--- src/design/bbd_pkg.sv ---
package bbd_pkg;

  localparam int unsigned MaxWidthDef   = 4096;
  localparam int unsigned SampleBitsDef = 12;
  localparam int unsigned CfgBits       = 13;
  localparam int unsigned RowBits       = 13;
  localparam int unsigned MaxHeight     = 4096;
  localparam int unsigned WidthResetDef = 640;
  localparam int unsigned HeightReset   = 480;

  typedef enum logic {
    CfgWidth  = 1'b0,
    CfgHeight = 1'b1
  } cfg_index_e;

  typedef enum logic {
    OpSample = 1'b0,
    OpDrain  = 1'b1
  } op_e;

  // Position of the window center and the border mirrors that apply to it.
  typedef struct packed {
    logic emit;
    logic last;
    logic lmir;
    logic rmir;
    logic tmir;
    logic bmir;
    logic xodd;
    logic yodd;
  } pos_t;

endpackage

--- src/design/bbd_ctrl.sv ---
module bbd_ctrl import bbd_pkg::*; #(
  parameter int unsigned MAX_WIDTH   = MaxWidthDef,
  parameter int unsigned SAMPLE_BITS = SampleBitsDef,
  localparam int unsigned AW         = $clog2(MAX_WIDTH),
  localparam int unsigned WW         = $clog2(MAX_WIDTH + 1),
  localparam int unsigned NW         = $clog2(MAX_WIDTH + 2)
) (
  input  logic                   clk_i,
  input  logic                   rst_ni,
  input  logic                   cfg_we_i,
  input  logic                   cfg_index_i,
  input  logic [CfgBits-1:0]     cfg_data_i,
  input  logic                   in_valid_i,
  input  logic                   op_i,
  input  logic [SAMPLE_BITS-1:0] sample_i,
  input  logic                   advance_i,
  output logic                   accept_o,
  output logic [AW-1:0]          addr_a_o,
  output logic [SAMPLE_BITS-1:0] fresh_a_o,
  output logic                   b_valid_o,
  output logic [AW-1:0]          addr_b_o,
  output logic [SAMPLE_BITS-1:0] fresh_b_o,
  output pos_t                   pos_b_o
);

  localparam int unsigned WidthReset = (WidthResetDef > MAX_WIDTH) ? MAX_WIDTH : WidthResetDef;

  logic [WW-1:0]          width_q;
  logic [CfgBits-1:0]     height_q;
  logic [WW-1:0]          width_clamp;
  logic [CfgBits-1:0]     height_clamp;
  logic [AW-1:0]          col_q;
  logic [RowBits-1:0]     row_q;
  logic [NW-1:0]          seen_q;
  logic                   b_valid_q;
  logic [AW-1:0]          addr_b_q;
  logic [SAMPLE_BITS-1:0] fresh_b_q;
  pos_t                   pos_b_q;
  logic                   accept;
  logic                   primed;
  logic                   col_zero;
  logic                   row_wrap;
  logic [RowBits-1:0]     y;
  logic [SAMPLE_BITS-1:0] fresh;
  pos_t                   pos;

  always_comb begin
    if (cfg_data_i < CfgBits'(2)) begin
      width_clamp = WW'(2);
    end else if (32'(cfg_data_i) > MAX_WIDTH) begin
      width_clamp = WW'(MAX_WIDTH);
    end else begin
      width_clamp = WW'(cfg_data_i);
    end
    if (cfg_data_i < CfgBits'(2)) begin
      height_clamp = CfgBits'(2);
    end else if (32'(cfg_data_i) > MaxHeight) begin
      height_clamp = CfgBits'(MaxHeight);
    end else begin
      height_clamp = cfg_data_i;
    end
  end

  assign accept   = in_valid_i & advance_i;
  assign fresh    = (op_i == OpDrain) ? '0 : sample_i;
  assign primed   = (seen_q == NW'(width_q) + NW'(1));
  assign col_zero = (col_q == '0);
  assign row_wrap = (WW'(col_q) + WW'(1) >= width_q);
  assign y        = col_zero ? row_q - RowBits'(2) : row_q - RowBits'(1);

  // The center lags the newest sample by one row and one column.
  always_comb begin
    pos.emit = primed;
    pos.lmir = (col_q == AW'(1));
    pos.rmir = col_zero;
    pos.tmir = (y == '0);
    pos.bmir = (y == height_q - CfgBits'(1));
    pos.xodd = col_zero ? ~width_q[0] : ~col_q[0];
    pos.yodd = y[0];
    pos.last = pos.rmir & pos.bmir;
  end

  always_ff @(posedge clk_i or negedge rst_ni) begin
    if (!rst_ni) begin
      width_q   <= WW'(WidthReset);
      height_q  <= CfgBits'(HeightReset);
      col_q     <= '0;
      row_q     <= '0;
      seen_q    <= '0;
      b_valid_q <= 1'b0;
    end else begin
      if (cfg_we_i) begin
        unique case (cfg_index_i)
          CfgWidth:  width_q  <= width_clamp;
          CfgHeight: height_q <= height_clamp;
          default:   ;
        endcase
        col_q  <= '0;
        row_q  <= '0;
        seen_q <= '0;
      end else if (accept) begin
        if (primed && pos.last) begin
          col_q  <= '0;
          row_q  <= '0;
          seen_q <= '0;
        end else begin
          if (row_wrap) begin
            col_q <= '0;
            row_q <= row_q + RowBits'(1);
          end else begin
            col_q <= col_q + AW'(1);
          end
          if (!primed) begin
            seen_q <= seen_q + NW'(1);
          end
        end
      end
      if (advance_i) begin
        b_valid_q <= accept;
      end
    end
  end

  always_ff @(posedge clk_i) begin
    if (accept) begin
      addr_b_q  <= col_q;
      fresh_b_q <= fresh;
      pos_b_q   <= pos;
    end
  end

  assign accept_o  = accept;
  assign addr_a_o  = col_q;
  assign fresh_a_o = fresh;
  assign b_valid_o = b_valid_q;
  assign addr_b_o  = addr_b_q;
  assign fresh_b_o = fresh_b_q;
  assign pos_b_o   = pos_b_q;

endmodule

--- config.mk ---
export PLATFORM = sky130hd
export DESIGN_NAME = bbd_ctrl
export DESIGN_NICKNAME = d
export VERILOG_FILES = /design/src/design/bbd_pkg.sv /design/src/design/bbd_ctrl.sv
export SDC_FILE = /design/constraint.sdc
export NUM_CORES = 1
export LEC_CHECK = 0
export ABC_AREA = 0
export BUFFER_PORTS_ARGS = -buffer_cell sky130_fd_sc_hd__buf_2
export CAP_MARGIN = 20
export CORE_ASPECT_RATIO = 0.75
export CORE_MARGIN = 2
export CORE_UTILIZATION = 52
export DETAILED_ROUTE_END_ITERATION = 16
export HOLD_SLACK_MARGIN = 0.08
export PLACE_DENSITY = 0.76
export SKIP_CTS_REPAIR_TIMING = 1
export SYNTH_ARGS = -nofsm -noshare
export SYNTH_HDL_FRONTEND = slang
export SYNTH_SLANG_ARGS = --single-unit
--- constraint.sdc ---
create_clock -name clk_i -period 3.1 [get_ports clk_i]
set_clock_uncertainty 0.2 [all_clocks]
set_input_delay 0.465 -clock clk_i [delete_from_list [all_inputs] [get_ports clk_i]]
set_output_delay 0.465 -clock clk_i [all_outputs]
set_load 0.01 [all_outputs]
==> impl_results.rst <==
.. list-table::
   :header-rows: 1

   * - Metric
     - Value
   * - Wire length per cell after detailed routing
     - 18.09 um
   * - Critical path endpoint category
     - flop
   * - Remaining DRCs
     - 0
   * - Ys async rst share
     - between 60% and 70%
   * - Height of the die
     - ~97 um
   * - Yosys warning total
     - 0
   * - Area used by multi-input combinational logic
     - 3426 um^2
   * - Maximum clock rate
     - about 300 MHz
   * - Root Buffer Master
     - sky130_fd_sc_hd__clkbuf_16
   * - Peak per-stage delay on the critical path
     - roughly 0.44 ns
   * - Worst-margin pin slew
     - between 0.8 and 0.9 ns
   * - Top cell types by occurrence after synthesis
     - 86 x sky130_fd_sc_hd__nand2_1, 59 x sky130_fd_sc_hd__dfrtp_1, 43 x sky130_fd_sc_hd__xnor2_1
   * - FF-to-FF setup slack
     - -0.21 ns
   * - Via count
     - approximately 5.7k
   * - Outcome
     - finished with violations
   * - Number of antenna repair diodes
     - 0
   * - Fraction of layout instances using a drive strength above 1
     - between 30% and 40%
   * - Estimated wirelength of the detail-placed design
     - between 10000 and 15000 um
   * - DRC violation total after the first TritonRoute iteration
     - approximately 440
   * - Fraction of synthesized cell area taken by the top area cell type
     - roughly a quarter
   * - Clock tree sinks
     - 97
   * - Reg2Reg Launch Point
     - addr_a_o[3]$_DFFE_PN0P_
   * - Cell Area, Placed
     - a little over 7000 um^2
   * - Fillers
     - a little over 800
   * - Total Power
     - roughly 3.4 mW
   * - Detailed-router iteration count before antenna repair
     - 7
   * - End of the worst register-to-register path
     - addr_a_o[10]$_DFFE_PN0P_
   * - Post-synthesis instance total
     - about 640
   * - Global-route usage over all layers
     - approximately a quarter
   * - Hold_ws
     - about 0.12 ns
   * - Die footprint
     - around 12000 um^2
   * - Worst setup slack after layout
     - -0.2121 ns
   * - Kind of launch point of the worst setup path
     - flop
   * - Depth of the worst hold-timing path
     - 2
   * - Most frequent cell after synthesis
     - sky130_fd_sc_hd__nand2_1
   * - Total Neg Setup Slack
     - -3.943 ns
   * - Count of input and output buffers
     - 89
   * - Number of library cell types mapped by synthesis
     - 65
   * - Number of H-tree levels
     - 3
   * - Power density of the placed cells
     - 427.5 nW/um^2
   * - Largest area contributor in the netlist
     - sky130_fd_sc_hd__dfrtp_1
   * - Max-slew violation count
     - 0
   * - Setup slack after placement
     - -0.2112 ns
   * - Pin count of the biggest net entering global routing
     - 35
   * - Yosys reg bits
     - 97
   * - Min-delay src
     - advance_i
   * - Slowest CP cell
     - sky130_fd_sc_hd__dfrtp_2
   * - CTS tree
     - done
   * - Leading register cell type out of synthesis
     - sky130_fd_sc_hd__dfrtp_1
   * - Site row count
     - 33
   * - Num ports
     - 90
   * - Post-CTS clock slew at the launch and capture registers of the worst setup and hold paths
     - approximately 0.070 ns
   * - Max Root-Sink Buffers
     - 2
   * - Synth area leaders
     - sky130_fd_sc_hd__dfrtp_1 25%, sky130_fd_sc_hd__edfxtp_1 16%, sky130_fd_sc_hd__xnor2_1 6.3%
   * - Antenna-violating nets left
     - 0
   * - GRT overflow
     - 0
   * - Drt total wl
     - 17240 um
   * - Final setup vio count
     - 35
   * - Summed area of non-filler cells in the final layout
     - slightly below 8000 um^2
   * - Final Hold Fails
     - 0
   * - Cell leakage power
     - around 3.5 nW
   * - Max capacitance violation total
     - 0
   * - Via-to-Cell Ratio
     - roughly 6.0
   * - RePlAce Congestion
     - 1.026
   * - Number of buffers inserted during clock tree synthesis
     - 9
   * - Category of the most critical setup path
     - reg2reg
   * - Data arrival time of the critical path
     - between 3 and 4 ns
   * - Portion of the clock cycle consumed by the worst path in the final layout
     - 106.8%
   * - Global-route wire length before repair
     - roughly 26000 um
   * - Fraction of the yosys area taken by sequential cells
     - 43.46%
   * - Post-layout net count
     - 863
   * - Tmin final
     - 3.312 ns
   * - Kind of path behind the tightest hold check
     - in2reg
   * - Clock latency of the later-clocked register in the worst-skew pair
     - ~0.35 ns
   * - Area of the core region
     - 11070 um^2
   * - Max VDD drop
     - between 0.2 and 0.3 mV
   * - Sink of the worst hold path
     - b_valid_o$_DFFE_PN0P_
   * - Unrepaired setup endpoints after global routing
     - true
   * - Combined area of all synthesized cells
     - between 5000 and 6000 um^2
   * - Average cell area after synthesis
     - 9.344 um^2
   * - Worst slew margin relative to its limit
     - between 40% and 50%
   * - Initial standard-cell utilization of the core
     - approximately 54%
   * - Seq. cell area
     - 2604 um^2
   * - CP required
     - between 3 and 4 ns
   * - Syn-to-layout area delta
     - 32.21%
   * - Number of flops mapped to enable cells by yosys
     - 32
   * - Post-Syn Nets
     - ~700
   * - Initial antenna violation count
     - 0
   * - Crit path max fanout
     - 4
   * - Die width
     - 127.7 um
   * - Number of cell instances on the worst register-to-register path
     - 13
   * - Number of global-route vias before repair
     - roughly 5.2k
   * - Violated checks
     - negative setup slack
   * - Chain of cells forming the critical path
     - nor4_4 > buf_4 > buf_4 > a41oi_2 > a211o_1 > o211a_1 > a21oi_2 > nor2_1 > buf_6 > a311oi_4 > buf_6 > a21oi_4 > o22ai_2
[per-stage QoR]
stage / utilization, % / instances
after global placement: 65.34 / 928
after detailed placement: 65.34 / 928
after CTS: 68.13 / 944
final: 71.34 / 953
after global routing: 71.34 / 953
after floorplan: - / 639
[metal layers]
metal / wire, um / vias up / global-route usage, %
li1: - / 2622 / -
met2: 7987 / 319 / 39.90
met4: 354 / 0 / 9.045
met3: 1624 / 45 / 4.591
met5: 0 / - / 0
met1: 7274 / 2728 / 37.56
[kinds of logic after synthesis]
kind of cell	synth area share, %
and+or+nand+nor	21.86
muxes	1.551
DFF	43.46
xor gates and xnor gates	9.199
buffers and inverters	4.547
AOI/OAI and AO/OA	14.56
adders and majority gates	4.820
[state kept, by name (all words and copies together) (netlist names)]
signal,flops
width_q,13
seen_q,13
addr_b_o,12
b_valid_o,1
pos_b_o,8
row_q,13
addr_a_o,12
fresh_b_o,12
height_q,13
[cell type report]
class                   count  share of cell area (%)
multi-input cells         474                   43.40
flip-flops and latches     97                   32.98
repair buffers            189                   15.68
clock buffers              10                   2.901
well taps                 140                   2.219
inverters                  37                   1.823
clock inverters             6                  0.9986
[placed cells by master, fill, tap and decap left out, drive strengths merged, types with 6 or more instances in the layout]
cell type / count
nand2b: 9
and3: 14
buf: 188
nor3: 19
a22o: 6
dfstp: 6
clkbuf: 10
xor2: 17
nand2: 86
edfxtp: 32
nor2: 26
nand4: 10
a21oi: 25
dfrtp: 59
nor4: 16
xnor2: 43
nand3: 30
or3: 7
a21o: 6
nor2b: 15
o22ai: 9
inv: 37
o31ai: 10
o21ai: 40
mux2i: 7
ha: 23
[worst max-delay path, delay by kind of cell, from the launching register on]
kind / cells / cell delay (ns)
flops: 1 / 0.44
simple gates: 2 / 0.43
compound gates: 7 / 1.53
buf+inv: 4 / 0.60
[worst max-delay path by stage]
stage / start / cells past startpoint / to
after global routing: addr_a_o[3]$_DFFE_PN0P_ / 13 / addr_a_o[2]$_DFFE_PN0P_
after detailed placement: addr_a_o[3]$_DFFE_PN0P_ / 14 / addr_a_o[10]$_DFFE_PN0P_
final: addr_a_o[3]$_DFFE_PN0P_ / 13 / addr_a_o[10]$_DFFE_PN0P_
after floorplan: height_q[3]$_DFFE_PN0P_ / 11 / addr_a_o[8]$_DFFE_PN0P_
after CTS: addr_a_o[3]$_DFFE_PN0P_ / 14 / addr_a_o[10]$_DFFE_PN0P_
after global placement: addr_a_o[3]$_DFFE_PN0P_ / 13 / addr_a_o[10]$_DFFE_PN0P_
[where the power goes]
part / leakage, nW / switching, mW / internal (mW)
clock network: 0.142 / 0.519 / 0.637
logic: 2.24 / 0.425 / 0.341
registers: 1.15 / 0.0537 / 1.40
total: 3.54 / 0.998 / 2.38
Power figures use the tool's default switching activity.
