**src/design/bbd_pkg.sv**
```systemverilog
package bbd_pkg;

  localparam int unsigned MaxWidthDef   = 4096;
  localparam int unsigned SampleBitsDef = 12;
  localparam int unsigned CfgBits       = 13;
  localparam int unsigned RowBits       = 13;
  localparam int unsigned MaxHeight     = 4096;
  localparam int unsigned WidthResetDef = 640;
  localparam int unsigned HeightReset   = 480;

  typedef enum logic {
    CfgWidth  = 1'b0,
    CfgHeight = 1'b1
  } cfg_index_e;

  typedef enum logic {
    OpSample = 1'b0,
    OpDrain  = 1'b1
  } op_e;

  // Position of the window center and the border mirrors that apply to it.
  typedef struct packed {
    logic emit;
    logic last;
    logic lmir;
    logic rmir;
    logic tmir;
    logic bmir;
    logic xodd;
    logic yodd;
  } pos_t;

endpackage

```
**src/design/bbd_window.sv**
```systemverilog
module bbd_window import bbd_pkg::*; #(
  parameter int unsigned SAMPLE_BITS = SampleBitsDef
) (
  input  logic                   clk_i,
  input  logic                   rst_ni,
  input  logic                   advance_i,
  input  logic                   b_valid_i,
  input  pos_t                   pos_i,
  input  logic [SAMPLE_BITS-1:0] up_i,
  input  logic [SAMPLE_BITS-1:0] mid_i,
  input  logic [SAMPLE_BITS-1:0] fresh_i,
  output logic                   out_valid_o,
  output logic [SAMPLE_BITS-1:0] red_o,
  output logic [SAMPLE_BITS-1:0] green_o,
  output logic [SAMPLE_BITS-1:0] blue_o,
  output logic                   last_o
);

  localparam int unsigned SB = SAMPLE_BITS;
  localparam int unsigned SW = SAMPLE_BITS + 2;

  logic [SB-1:0] win_q [3][3];
  logic [SB-1:0] win_d [3][3];
  logic [1:0]    cl, cr, rt, rb;
  logic [SB-1:0] pc, pl, pr, pu, pd, pul, pur, pdl, pdr;
  logic [SW-1:0] diag_sum, cross_sum;
  logic [SB:0]   horz_sum, vert_sum;
  logic [SB-1:0] diag, cross_avg, horz, vert;
  logic [SB-1:0] red_d, green_d, blue_d;
  logic          out_valid_q;
  logic [SB-1:0] red_q, green_q, blue_q;
  logic          last_q;
  logic          step;

  assign step = advance_i & b_valid_i;

  always_comb begin
    for (int k = 0; k < 3; k++) begin
      win_d[k][0] = win_q[k][1];
      win_d[k][1] = win_q[k][2];
    end
    win_d[0][2] = up_i;
    win_d[1][2] = mid_i;
    win_d[2][2] = fresh_i;
  end

  // A neighbor beyond the frame border is replaced by the one opposite it.
  assign cl = pos_i.lmir ? 2'd2 : 2'd0;
  assign cr = pos_i.rmir ? 2'd0 : 2'd2;
  assign rt = pos_i.tmir ? 2'd2 : 2'd0;
  assign rb = pos_i.bmir ? 2'd0 : 2'd2;

  always_comb begin
    pc  = win_d[1][1];
    pl  = win_d[1][cl];
    pr  = win_d[1][cr];
    pu  = win_d[rt][1];
    pd  = win_d[rb][1];
    pul = win_d[rt][cl];
    pur = win_d[rt][cr];
    pdl = win_d[rb][cl];
    pdr = win_d[rb][cr];
    diag_sum  = SW'(pul) + SW'(pur) + SW'(pdl) + SW'(pdr);
    cross_sum = SW'(pl) + SW'(pu) + SW'(pr) + SW'(pd);
    horz_sum  = (SB + 1)'(pl) + (SB + 1)'(pr);
    vert_sum  = (SB + 1)'(pu) + (SB + 1)'(pd);
    diag      = diag_sum[SW-1:2];
    cross_avg = cross_sum[SW-1:2];
    horz      = horz_sum[SB:1];
    vert      = vert_sum[SB:1];
    if (pos_i.yodd) begin
      if (pos_i.xodd) begin
        red_d = diag;  green_d = cross_avg; blue_d = pc;
      end else begin
        red_d = vert;  green_d = pc;    blue_d = horz;
      end
    end else begin
      if (pos_i.xodd) begin
        red_d = horz;  green_d = pc;    blue_d = vert;
      end else begin
        red_d = pc;    green_d = cross_avg; blue_d = diag;
      end
    end
  end

  always_ff @(posedge clk_i or negedge rst_ni) begin
    if (!rst_ni) begin
      out_valid_q <= 1'b0;
    end else if (advance_i) begin
      out_valid_q <= b_valid_i & pos_i.emit;
    end
  end

  always_ff @(posedge clk_i) begin
    if (step) begin
      win_q <= win_d;
    end
    if (step && pos_i.emit) begin
      red_q   <= red_d;
      green_q <= green_d;
      blue_q  <= blue_d;
      last_q  <= pos_i.last;
    end
  end

  assign out_valid_o = out_valid_q;
  assign red_o       = red_q;
  assign green_o     = green_q;
  assign blue_o      = blue_q;
  assign last_o      = last_q;

endmodule

```
**config.mk**
```make
export PLATFORM = sky130hd
export DESIGN_NAME = bbd_window
export DESIGN_NICKNAME = d
export VERILOG_FILES = /design/src/design/bbd_pkg.sv /design/src/design/bbd_window.sv
export SDC_FILE = /design/constraint.sdc
export NUM_CORES = 1
export LEC_CHECK = 0
export ABC_AREA = 1
export BUFFER_PORTS_ARGS = -buffer_cell sky130_fd_sc_hd__buf_2
export CORE_MARGIN = 1.5
export CORE_UTILIZATION = 65
export CTS_BUF_LIST = sky130_fd_sc_hd__clkbuf_4 sky130_fd_sc_hd__clkbuf_8 sky130_fd_sc_hd__clkbuf_16
export DETAILED_ROUTE_END_ITERATION = 12
export GPL_TIMING_DRIVEN = 1
export PLACE_DENSITY = 0.91
export SLEW_MARGIN = 40
export SYNTH_ARGS = -nofsm -noshare
export SYNTH_HDL_FRONTEND = slang
export SYNTH_SLANG_ARGS = --single-unit
export TNS_END_PERCENT = 50
```
**constraint.sdc**
```tcl
create_clock -name clk_i -period 6.3 [get_ports clk_i]
set_clock_uncertainty 0.15 [all_clocks]
set_input_delay 1.26 -clock clk_i [delete_from_list [all_inputs] [get_ports clk_i]]
set_output_delay 1.26 -clock clk_i [all_outputs]
set_load 0.05 [all_outputs]
```
==> flow_results.org, run 1 <==
** Status
- The run finished with clean final reports.

** Synth
- The share of synthesized area in the top cell type comes to 34.60%.
- Mapped cell area :: 9459 sq um
- Warnings, synthesis :: 0
- The number of nets in the synthesized netlist is 1409.
- Ranking of synthesized cells by area :: sky130_fd_sc_hd__edfxtp_1 (35%), sky130_fd_sc_hd__nand2_1 (17%), sky130_fd_sc_hd__fa_1 (11%)
- Number of synthesized register bits :: 110
- Synthesis produced a netlist whose cell count is 1266.
- The synthesized netlist contains 39 unique library cells.
- sky130_fd_sc_hd__edfxtp_1 takes more of the synthesized area than any other cell.
- Of the synthesized area, sequential elements account for 34.87%.
- Dividing the synthesized area by the synthesized cell count gives 7.472 sq um.

** Global routing
- For met2 alone, demand over resource in global routing was 56.84%.
- In the global route stage, met1 resource usage came out at 51.96%.
- Gr busiest metal :: met2
- Global routing finished with a remaining overflow of 0.
- Number of global-route vias before repair :: 8290
- Number of antenna violations at the first check in global routing :: 0
- Global routing consumed, on the met3 layer, 6.410% of the routing resources.
- Across every metal layer, demand over resource in global routing totals 36.83%.
- Pin count of the biggest net entering global routing :: 71
- Global-route wire length before repair :: 42220 microns

** Cells and area
- Fin nets :: 1477
- After the flow finishes, the layout carries non-filler instances totaling 1519.
- The library cells used most frequently in the layout, excluding fill and tap cells, are sky130_fd_sc_hd__nand2_1 (428), sky130_fd_sc_hd__inv_1 (200), sky130_fd_sc_hd__o21ai_0 (119).
- Number of fill cells in the layout :: 1088
- The multi-input combinational cells in the finished layout cover a total of 5235 sq um.
- Layout Area Growth over Synthesis :: 9.312%
- Most common library cell in the layout ignoring fill and taps :: sky130_fd_sc_hd__nand2_1
- Number of inserted diodes :: 0
- Fraction of layout instances using a drive strength above 1 :: 9.485%
- Across the whole layout, storage elements account for 3298 sq um.

** CTS
- Buffers inserted to repair hold after CTS numbered 0.
- CTS tree :: yes
- Clock net sink count :: 110
- Register clock-pin slew on the reported worst setup and hold paths :: 0.09 ns
- Buffers added to address setup during post-CTS repair amount to 0.
- Clock Path Buffers :: 2
- Once the clock tree was built, the resizer swapped 0 gates to a different size.
- Clock tree root driver cell :: sky130_fd_sc_hd__clkbuf_16
- Buffers inserted during clock tree synthesis total 9.
- Insertion delay of the later-clocked pin in the worst-skew pair :: 0.37 ns
- Deepest level of the CTS H-tree :: 3

** STA
- Sum Neg Setup Slack :: 0 ns
- On the final layout, the worst hold slack is 0.3013 ns.
- Subtracting the final worst setup slack from the clock period gives 5.166 ns.
- Final setup violation count :: 0
- Rel. slew slack :: 40.54%
- After layout, the worst setup slack is 1.134 ns.
- Derived from the worst setup path, the maximum achievable clock frequency is 193.6 MHz.
- Final critical-path share of the clock period :: 82.01%
- The final hold violation count was 0.
- Pin slew with the least headroom to its limit :: 0.8826 ns
- Setup repair after global routing missed its margin :: false
- Fin. max-slew vios :: 0

** Drt
- Iteration-0 DRC Markers :: 1220
- Mean number of vias per cell :: 5.920
- Vias :: 8992
- DRC violation count after routing :: 0
- The detail route stage leaves a number of antenna-violating nets equal to 0.
- After detailed routing, the total wire length is 26810 microns.
- The first TritonRoute pass finished after 8 iterations.
- Routed length per placed instance :: 17.65 microns

** Power
- For this design the static power due to leakage is 5.082 nW.
- Peak ir drop on the vdd network :: 0.2633 mV
- In this run the power density over the cells is 303.4 nW/um^2.

** Die
- I/O pin total :: 86
- The floorplan step set the die height to 123.6 microns.
- Effective utilization at floorplan :: 67.36%
- After floorplanning, the core was sized to cover 14040 sq um.
- The floorplan step set the die width to 123.6 microns.
- Total number of placement rows :: 43
- The die covers 15290 sq um.

** Min path
- Worst hold path type :: flip-flop to flip-flop
- The worst hold path begins at win_d[18].
- Number of stages on the worst hold path :: 0
- Hold endpoint :: win_d[30]

** Critical path
- The worst register-to-register path ends at green_o[7].
- At the worst endpoint, the required time is 6.27 ns.
- The worst setup path is captured at a flip-flop.
- Of all nets on the critical path, the largest fanout is 37.
- Register-to-Register Setup Slack :: 2.45 ns
- Arrival @ worst endpoint :: 5.14 ns
- CP Class :: input port to flip-flop
- For the worst flop-to-flop path, the logic depth is 14.
- Setup crit start kind :: input port
- Launch instance of the worst register-to-register path :: win_d[14]

** Place
- Estimated wirelength of the detail-placed design :: 21090 microns
- Prior to clock tree synthesis, the placed netlist has a worst setup slack of 0.8423 ns.
- Counting tap cells, the placed design contains a total of 1503 instances.
- The count of buffers added on input and output ports is 85.
- At the end of routability-driven placement, the weighted congestion stood at 0.9491.

** Run
- Maxcap violations :: 0
-- cell usage after synthesis, drive strengths merged --
library cell and number:
nor3b 1, clkbuf 21, o21ai 120, fa 50, a22oi 3, inv 205
edfxtp 109, nor4 1, a21oi 37, xor2 6, clkinv 1, a21o 3
o221ai 4, nand3 82, nor3 5, nand2 432, a21boi 1, nor2 74
o211ai 1, nand4 19, o21bai 4, mux2i 1, xnor2 6, ha 45
or2 4, o22ai 4, dfrtp 1, o2111ai 1, buf 14, nand3b 11
-- state kept, by name (all words and copies together), names as in the netlist --
register / flops
last_o: 1
out_valid_o: 1
red_o: 12
pc: 12
win_d: 60
green_o: 12
blue_o: 12
-- cell families (layout without fill, tap and decap cells) --
logic type	count (synthesis)	after routing	share of synthesized area, %
buf+inv	241	314	9.868
mux	1	1	0.1058
xor+xnor	12	12	1.111
flops	110	110	34.87
simple gates	629	629	27.49
fa+ha+maj	95	95	16.53
compound gates	178	178	10.03
-- metrics by stage --
stage	util, %	power [mW]	area (sq um)
2_1_floorplan	-	2.071	9459
3_3_place_gp	71.26	2.442	10010
3_5_place_dp	71.40	2.487	10030
4_1_cts	73.63	3.097	10340
5_1_grt	73.63	3.342	10340
6_report	73.63	3.137	10340
-- how the worst max path moves through the flow --
stage | from | end | slack (ns) | cells after the start
after global routing | pos_i[3] | blue_o[3] | 0.88 | 17
after CTS | pos_i[3] | blue_o[5] | 1.21 | 18
after floorplan | pos_i[3] | red_o[5] | 1.60 | 19
final | pos_i[3] | blue_o[3] | 1.13 | 17
after detailed placement | pos_i[3] | blue_o[5] | 0.84 | 18
after global placement | pos_i[4] | green_o[8] | 1.03 | 16
-- report_power, final --
group | switching [mW] | total, mW | internal, mW
combinational | 1.09 | 1.63 | 0.538
clock | 0.314 | 0.603 | 0.289
sequential | 0.0243 | 0.905 | 0.881
-- per-layer routing --
layer | vias up | part of all wire (%)
li1 | 4213 | -
met1 | 4094 | 41
met2 | 612 | 45
met3 | 73 | 11
met4 | 0 | 3.8
met5 | - | 0
-- layout make-up --
class	instances	area share, %
Clock inverter	7	0.8591
Multi-Input combinational cell	915	50.63
Inverter	206	7.527
Timing Repair Buffer	92	4.731
Tap cell	180	2.178
Clock buffer	9	2.178
Sequential cell	110	31.90
-- worst max-delay path: stages --
cell and delay, ns:
sky130_fd_sc_hd__buf_2 0.56, sky130_fd_sc_hd__inv_6 0.24, sky130_fd_sc_hd__nand2_1 0.13, sky130_fd_sc_hd__nand2_1 0.07, sky130_fd_sc_hd__o21ai_0 0.25, sky130_fd_sc_hd__fa_1 0.48
sky130_fd_sc_hd__fa_1 0.49, sky130_fd_sc_hd__nor2_1 0.04, sky130_fd_sc_hd__nand2_1 0.08, sky130_fd_sc_hd__nor2_2 0.07, sky130_fd_sc_hd__fa_1 0.51, sky130_fd_sc_hd__nand3_1 0.12
sky130_fd_sc_hd__nand3_1 0.14, sky130_fd_sc_hd__xnor2_1 0.35, sky130_fd_sc_hd__o22ai_1 0.12, sky130_fd_sc_hd__a21oi_1 0.13, sky130_fd_sc_hd__nand2_1 0.07
No activity file was read; power rests on OpenSTA's default activity.
==> run 2, diff against run 1 <==
- ABC_AREA: 1 -> 0
- CORE_UTILIZATION: 65 -> 61
- PLACE_DENSITY: 0.91 -> 0.87
- clock period: 6.3 -> 5.1 ns (I/O delays scaled with it)
==> flow_results.org, run 2 <==
** Global routing
- Met3 Usage GRT :: 3.308% (-3.1 points)
- The met2 demand-to-capacity share in global routing came to 41.60% (-15 points).
- GRT Residual Overflow :: 0 (unchanged)
- Pin count of the biggest net entering global routing :: 49 (-31%)
- The via count of the first global-routing pass is 6301 (-24%).
- The initial antenna violation count is 0 (unchanged).
- The global-route met1 utilization was 35.27% (-17 points).
- Gr busiest metal :: met2
- Total global-route track usage :: 25.37% (-11 points)
- Global-route wire length before repair :: 31030 microns (-27%)

** Synth
- The average cell area after synthesis came to 12.46 sq um (+67%).
- The fraction of the mapped netlist area in simple logic gates is 5.109% (-22 points).
- The number of warnings reported in the yosys synthesis log is 0 (unchanged).
- Fraction of synthesized cell area taken by the top area cell type :: 36.22% (+1.6 points)
- Mapped cell area :: 9036 sq um (-4.5%)
- Ranking of synthesized cells by area :: sky130_fd_sc_hd__edfxtp_1 (36%), sky130_fd_sc_hd__mux4_2 (16%), sky130_fd_sc_hd__fa_1 (11%)
- The post-synthesis net count was 868 (-38%).
- Top-count cell post-synth :: sky130_fd_sc_hd__inv_1
- Synthesized netlist cell count :: 725 (-43%)
- The fraction of the mapped netlist area in compound gates is 7.685% (-2.3 points).
- After synthesis, the largest family of logic cells by area is multiplexers.
- Ys flop type :: sky130_fd_sc_hd__edfxtp_1
- Number of enable-type register cells in the synthesized netlist :: 109 (unchanged)
- Area leader, netlist :: sky130_fd_sc_hd__edfxtp_1
- Library cells used by synthesis :: 51 (+31%)
- The flip-flop and latch count after synthesis came to 110 (unchanged).
- The area share of fa/ha/maj cells after synthesis is 17.31% (+0.77 points).
- The commonest cells after synthesis are sky130_fd_sc_hd__inv_1 (132), sky130_fd_sc_hd__edfxtp_1 (109), sky130_fd_sc_hd__mux4_2 (64).
- The async set-or-reset flop fraction in the synthesized netlist came to 0.9091% (unchanged).
- Share of the synthesized netlist area taken by xor and xnor gates :: 3.489% (+2.4 points)
- Seq/Total Area, Yosys :: 36.50% (+1.6 points)
- The fraction of synthesized area in multiplexers came to 23.21% (+23 points).

** Power
- Relative contribution of combinational cells to total power :: 53.6% (+1.7 points)
- Total power per unit cell area :: 379.8 nW/um^2 (+25%)
- The standby leakage power is 4.408 nW (-13%).
- Sw Share :: 38.08% (-7.4 points)
- The post-layout total power came to 3.914 mW (+25%).
- The portion of total power attributed to the clock network was 17.3% (-1.9 points).
- Peak ir drop on the vdd network :: 0.2476 mV (-6.0%)
- The switching power of the nets came to 1.490 mW (+4.4%).
- The internal power consumption is 2.423 mW (+42%).
- Sequential power share :: 29.1% (+0.2 points)

** Drt
- The first-pass iteration count of the detailed router was 4 (-4).
- The post-detailed-route DRC marker count came to 0 (unchanged).
- Iteration-0 DRC Markers :: 456 (-63%)
- Mean number of vias per cell :: 6.133 (+3.6%)
- Post-detailed-routing wire length :: 19160 microns (-29%)
- The number of antenna-violating nets in the routed design is 0 (unchanged).
- The via count came to 6329 (-30%).
- Routed length per placed instance :: 18.57 microns (+5.2%)

** Cells and area
- Number of inserted diodes :: 0 (unchanged)
- The fill cell total of the finished layout was 948 (-13%).
- The number of nets in the final layout came to 986 (-33%).
- The number of flip-flops in the largest register is 60 (unchanged).
- Leading cell types in the layout, fill and taps excluded :: sky130_fd_sc_hd__inv_1 (132), sky130_fd_sc_hd__edfxtp_1 (109), sky130_fd_sc_hd__buf_2 (85)
- The library cell used most frequently in the layout, excluding fill and tap cells, is sky130_fd_sc_hd__inv_1.
- Fraction of layout instances using a drive strength above 1 :: 31.60% (+22 points)
- The area growth from synthesis to layout is 14.03%.

** Critical path
- Worst flop-to-flop path endpoint :: red_o[7]
- The depth of the most critical reg-to-reg path came to 15 (+1).
- Stage delay of the slowest cell on the critical path :: 0.51 ns (-0.05 ns)
- Master of the slowest instance on the critical path :: sky130_fd_sc_hd__mux4_2
- Buffers & Inverters on Critical Path :: 6 (+4)
- Crit-path cells :: buf_2, buf_4, buf_12, buf_12, mux4_2, inv_1, fa_1, fa_1, inv_1, ha_1, nand3_1, or4_1, nand3_1, nor2_1, xnor2_1, mux4_2
- The worst setup path is launched from an input port.
- CP Class :: input port to flip-flop
- Arrival @ worst endpoint :: 4.84 ns (-0.30 ns)
- The required arrival time at the worst endpoint is 5.05 ns (-1.22 ns).
- Kind of cell adding the most delay to the critical path :: adder cells
- The worst register-to-register path begins at win_d[25].
- The critical-path maximum fanout is 10 (-73%).
- Register-to-Register Setup Slack :: 0.62 ns (-1.83 ns)
- STA classifies the critical path endpoint as a flip-flop.

** STA
- Fin. max-slew vios :: 0 (unchanged)
- Setup repair after global routing could not meet its margin everywhere.
- Final setup violation count :: 0 (unchanged)
- Final min period :: 4.888 ns
- After layout, the worst path uses 95.85% of the clock period.
- Final hold vios :: 0 (unchanged)
- Timing would allow up to 204.6 MHz.
- Pin slew with the least headroom to its limit :: 0.6496 ns (-0.2330 ns)
- Rel. slew slack :: 56.69% (+16 points)
- The minimum hold slack is 0.2679 ns (-0.03339 ns).

** Run
- The max capacitance violation total was 0 (unchanged).

** CTS
- Deepest level of the CTS H-tree :: 3 (unchanged)
- The maximum root-to-sink buffer count came to 2 (unchanged).
- The cell sitting at the root of the clock tree is a sky130_fd_sc_hd__clkbuf_16.
- Clock net sink count :: 110 (unchanged)
- Clock buffers created by TritonCTS :: 9 (unchanged)
- The clock latency of the later-clocked register in the worst-skew pair came to 0.36 ns (about the same).
- CTS hold repair buffers :: 0 (unchanged)
- The clock edge transition at the registers on the reported setup and hold paths came to 0.08 ns (about the same).
- TritonCTS built the clock tree.

** Min path
- The min-delay analysis places its worst path in the category input port to async pin.

** Die
- The area of the die was 15550 sq um (+1.7%).
- The number of placed I/O pins was 86 (unchanged).
- Floorplan die width :: 124.7 microns (+0.87%)
- The floorplan die height came to 124.7 microns (+0.87%).
- The starting density of the core is 62.41% (-5.0 points).
- The total core area came to 14480 sq um (+3.1%).
- The count of standard-cell rows is 44 (+2.3%).

** Place
- The final weighted congestion in routability-driven placement is 0.8466 (-11%).
- The count of port buffers added during placement is 85 (unchanged).
- Estimated wirelength of the detail-placed design :: 15180 microns (-28%)

** Status
- The run finished with clean final reports.
==> run 2: cell types whose count changed in the layout (fill, tap and decap cells not counted), moves of 21 or more <==
cell / previous run / this run
sky130_fd_sc_hd__nand2_1: 428 / 33
sky130_fd_sc_hd__o21ai_0: 119 / 23
sky130_fd_sc_hd__nand3_1: 82 / 12
sky130_fd_sc_hd__inv_1: 200 / 132
sky130_fd_sc_hd__mux4_2: 0 / 64
sky130_fd_sc_hd__nor2_1: 69 / 23
sky130_fd_sc_hd__mux2_2: 0 / 42
sky130_fd_sc_hd__buf_4: 5 / 43
sky130_fd_sc_hd__xnor2_1: 6 / 27
==> run 2: per-layer routing <==
metal	part of all wire (%)	vias to the layer above
met5	0	-
met4	2.1	0
met3	7.6	35
met2	49	277
met1	41	3133
li1	-	2884
==> run 2: area by class of cell <==
class / count / area (sq um) / area share [%]
multi-input cells: 457 / 5167 / 50.15
repair buffers: 132 / 828.3 / 8.039
well taps: 184 / 230.2 / 2.234
clock buffers: 9 / 225.2 / 2.186
flip-flops and latches: 110 / 3298 / 32.01
inverters: 133 / 499.2 / 4.845
clock inverters: 7 / 55.05 / 0.5343
==> run 2: timing repair <==
item	in CTS	in global routing
gates resized for setup	0	4
buffers inserted	0	0
setup endpoints to repair	0	6
==> run 2: worst max-delay path by stage <==
stage	cells past startpoint	startpoint	slack [ns]	endpoint
3_5_place_dp	16	pos_i[3]	-0.22	red_o[9]
3_3_place_gp	16	pos_i[3]	-0.1	red_o[9]
6_report	16	pos_i[3]	0.21	red_o[6]
5_1_grt	18	pos_i[3]	-0.03	red_o[8]
4_1_cts	16	pos_i[3]	0.15	red_o[9]
2_1_floorplan	17	pos_i[3]	-0.008	green_o[9]
==> run 2: through the flow <==
step | setup slack, ns | setup TNS, ns | area (sq um) | std cells | utilization (%)
global placement | -0.09689 | -0.5534 | 9998 | 1016 | 69.05
finish | 0.2117 | 0 | 10300 | 1032 | 71.16
CTS | 0.1494 | 0 | 10280 | 1032 | 71.00
floorplan | -0.008208 | -0.008208 | 9077 | 725 | -
detailed placement | -0.2222 | -1.769 | 10000 | 1016 | 69.06
global route | -0.02710 | -0.02710 | 10300 | 1032 | 71.16
==> run 2: cells by family (layout without fill, tap and decap cells) <==
logic type	after synthesis	in the layout
fa+ha+maj	95	95
buf+inv	158	281
flops	110	110
mux	121	121
simple gates	101	101
compound gates	104	104
xor+xnor	36	36
==> run 2: worst register-to-register path, cell delays in order, from the launching register on <==
cell                       delay [ns]
sky130_fd_sc_hd__edfxtp_1        0.43
sky130_fd_sc_hd__mux4_2          0.49
sky130_fd_sc_hd__inv_1           0.09
sky130_fd_sc_hd__fa_1            0.43
sky130_fd_sc_hd__fa_1            0.49
sky130_fd_sc_hd__nor2_1          0.05
sky130_fd_sc_hd__and2_1          0.16
sky130_fd_sc_hd__fa_1            0.45
sky130_fd_sc_hd__a21o_1          0.18
sky130_fd_sc_hd__a21oi_2         0.16
sky130_fd_sc_hd__o21a_1          0.14
sky130_fd_sc_hd__nor3_1          0.05
sky130_fd_sc_hd__buf_4           0.14
sky130_fd_sc_hd__a21oi_1         0.16
sky130_fd_sc_hd__xnor2_1         0.12
sky130_fd_sc_hd__mux4_2          0.51
==> run 2: power by group through the flow <==
stage               logic (mW)  registers (mW)  clock network (mW)
global route              2.31            1.14               0.720
floorplan                 1.35            1.24                   0
CTS                       2.06            1.14               0.685
global placement          1.95            1.15                   0
detailed placement        2.05            1.16                   0
finish                    2.10            1.14               0.679
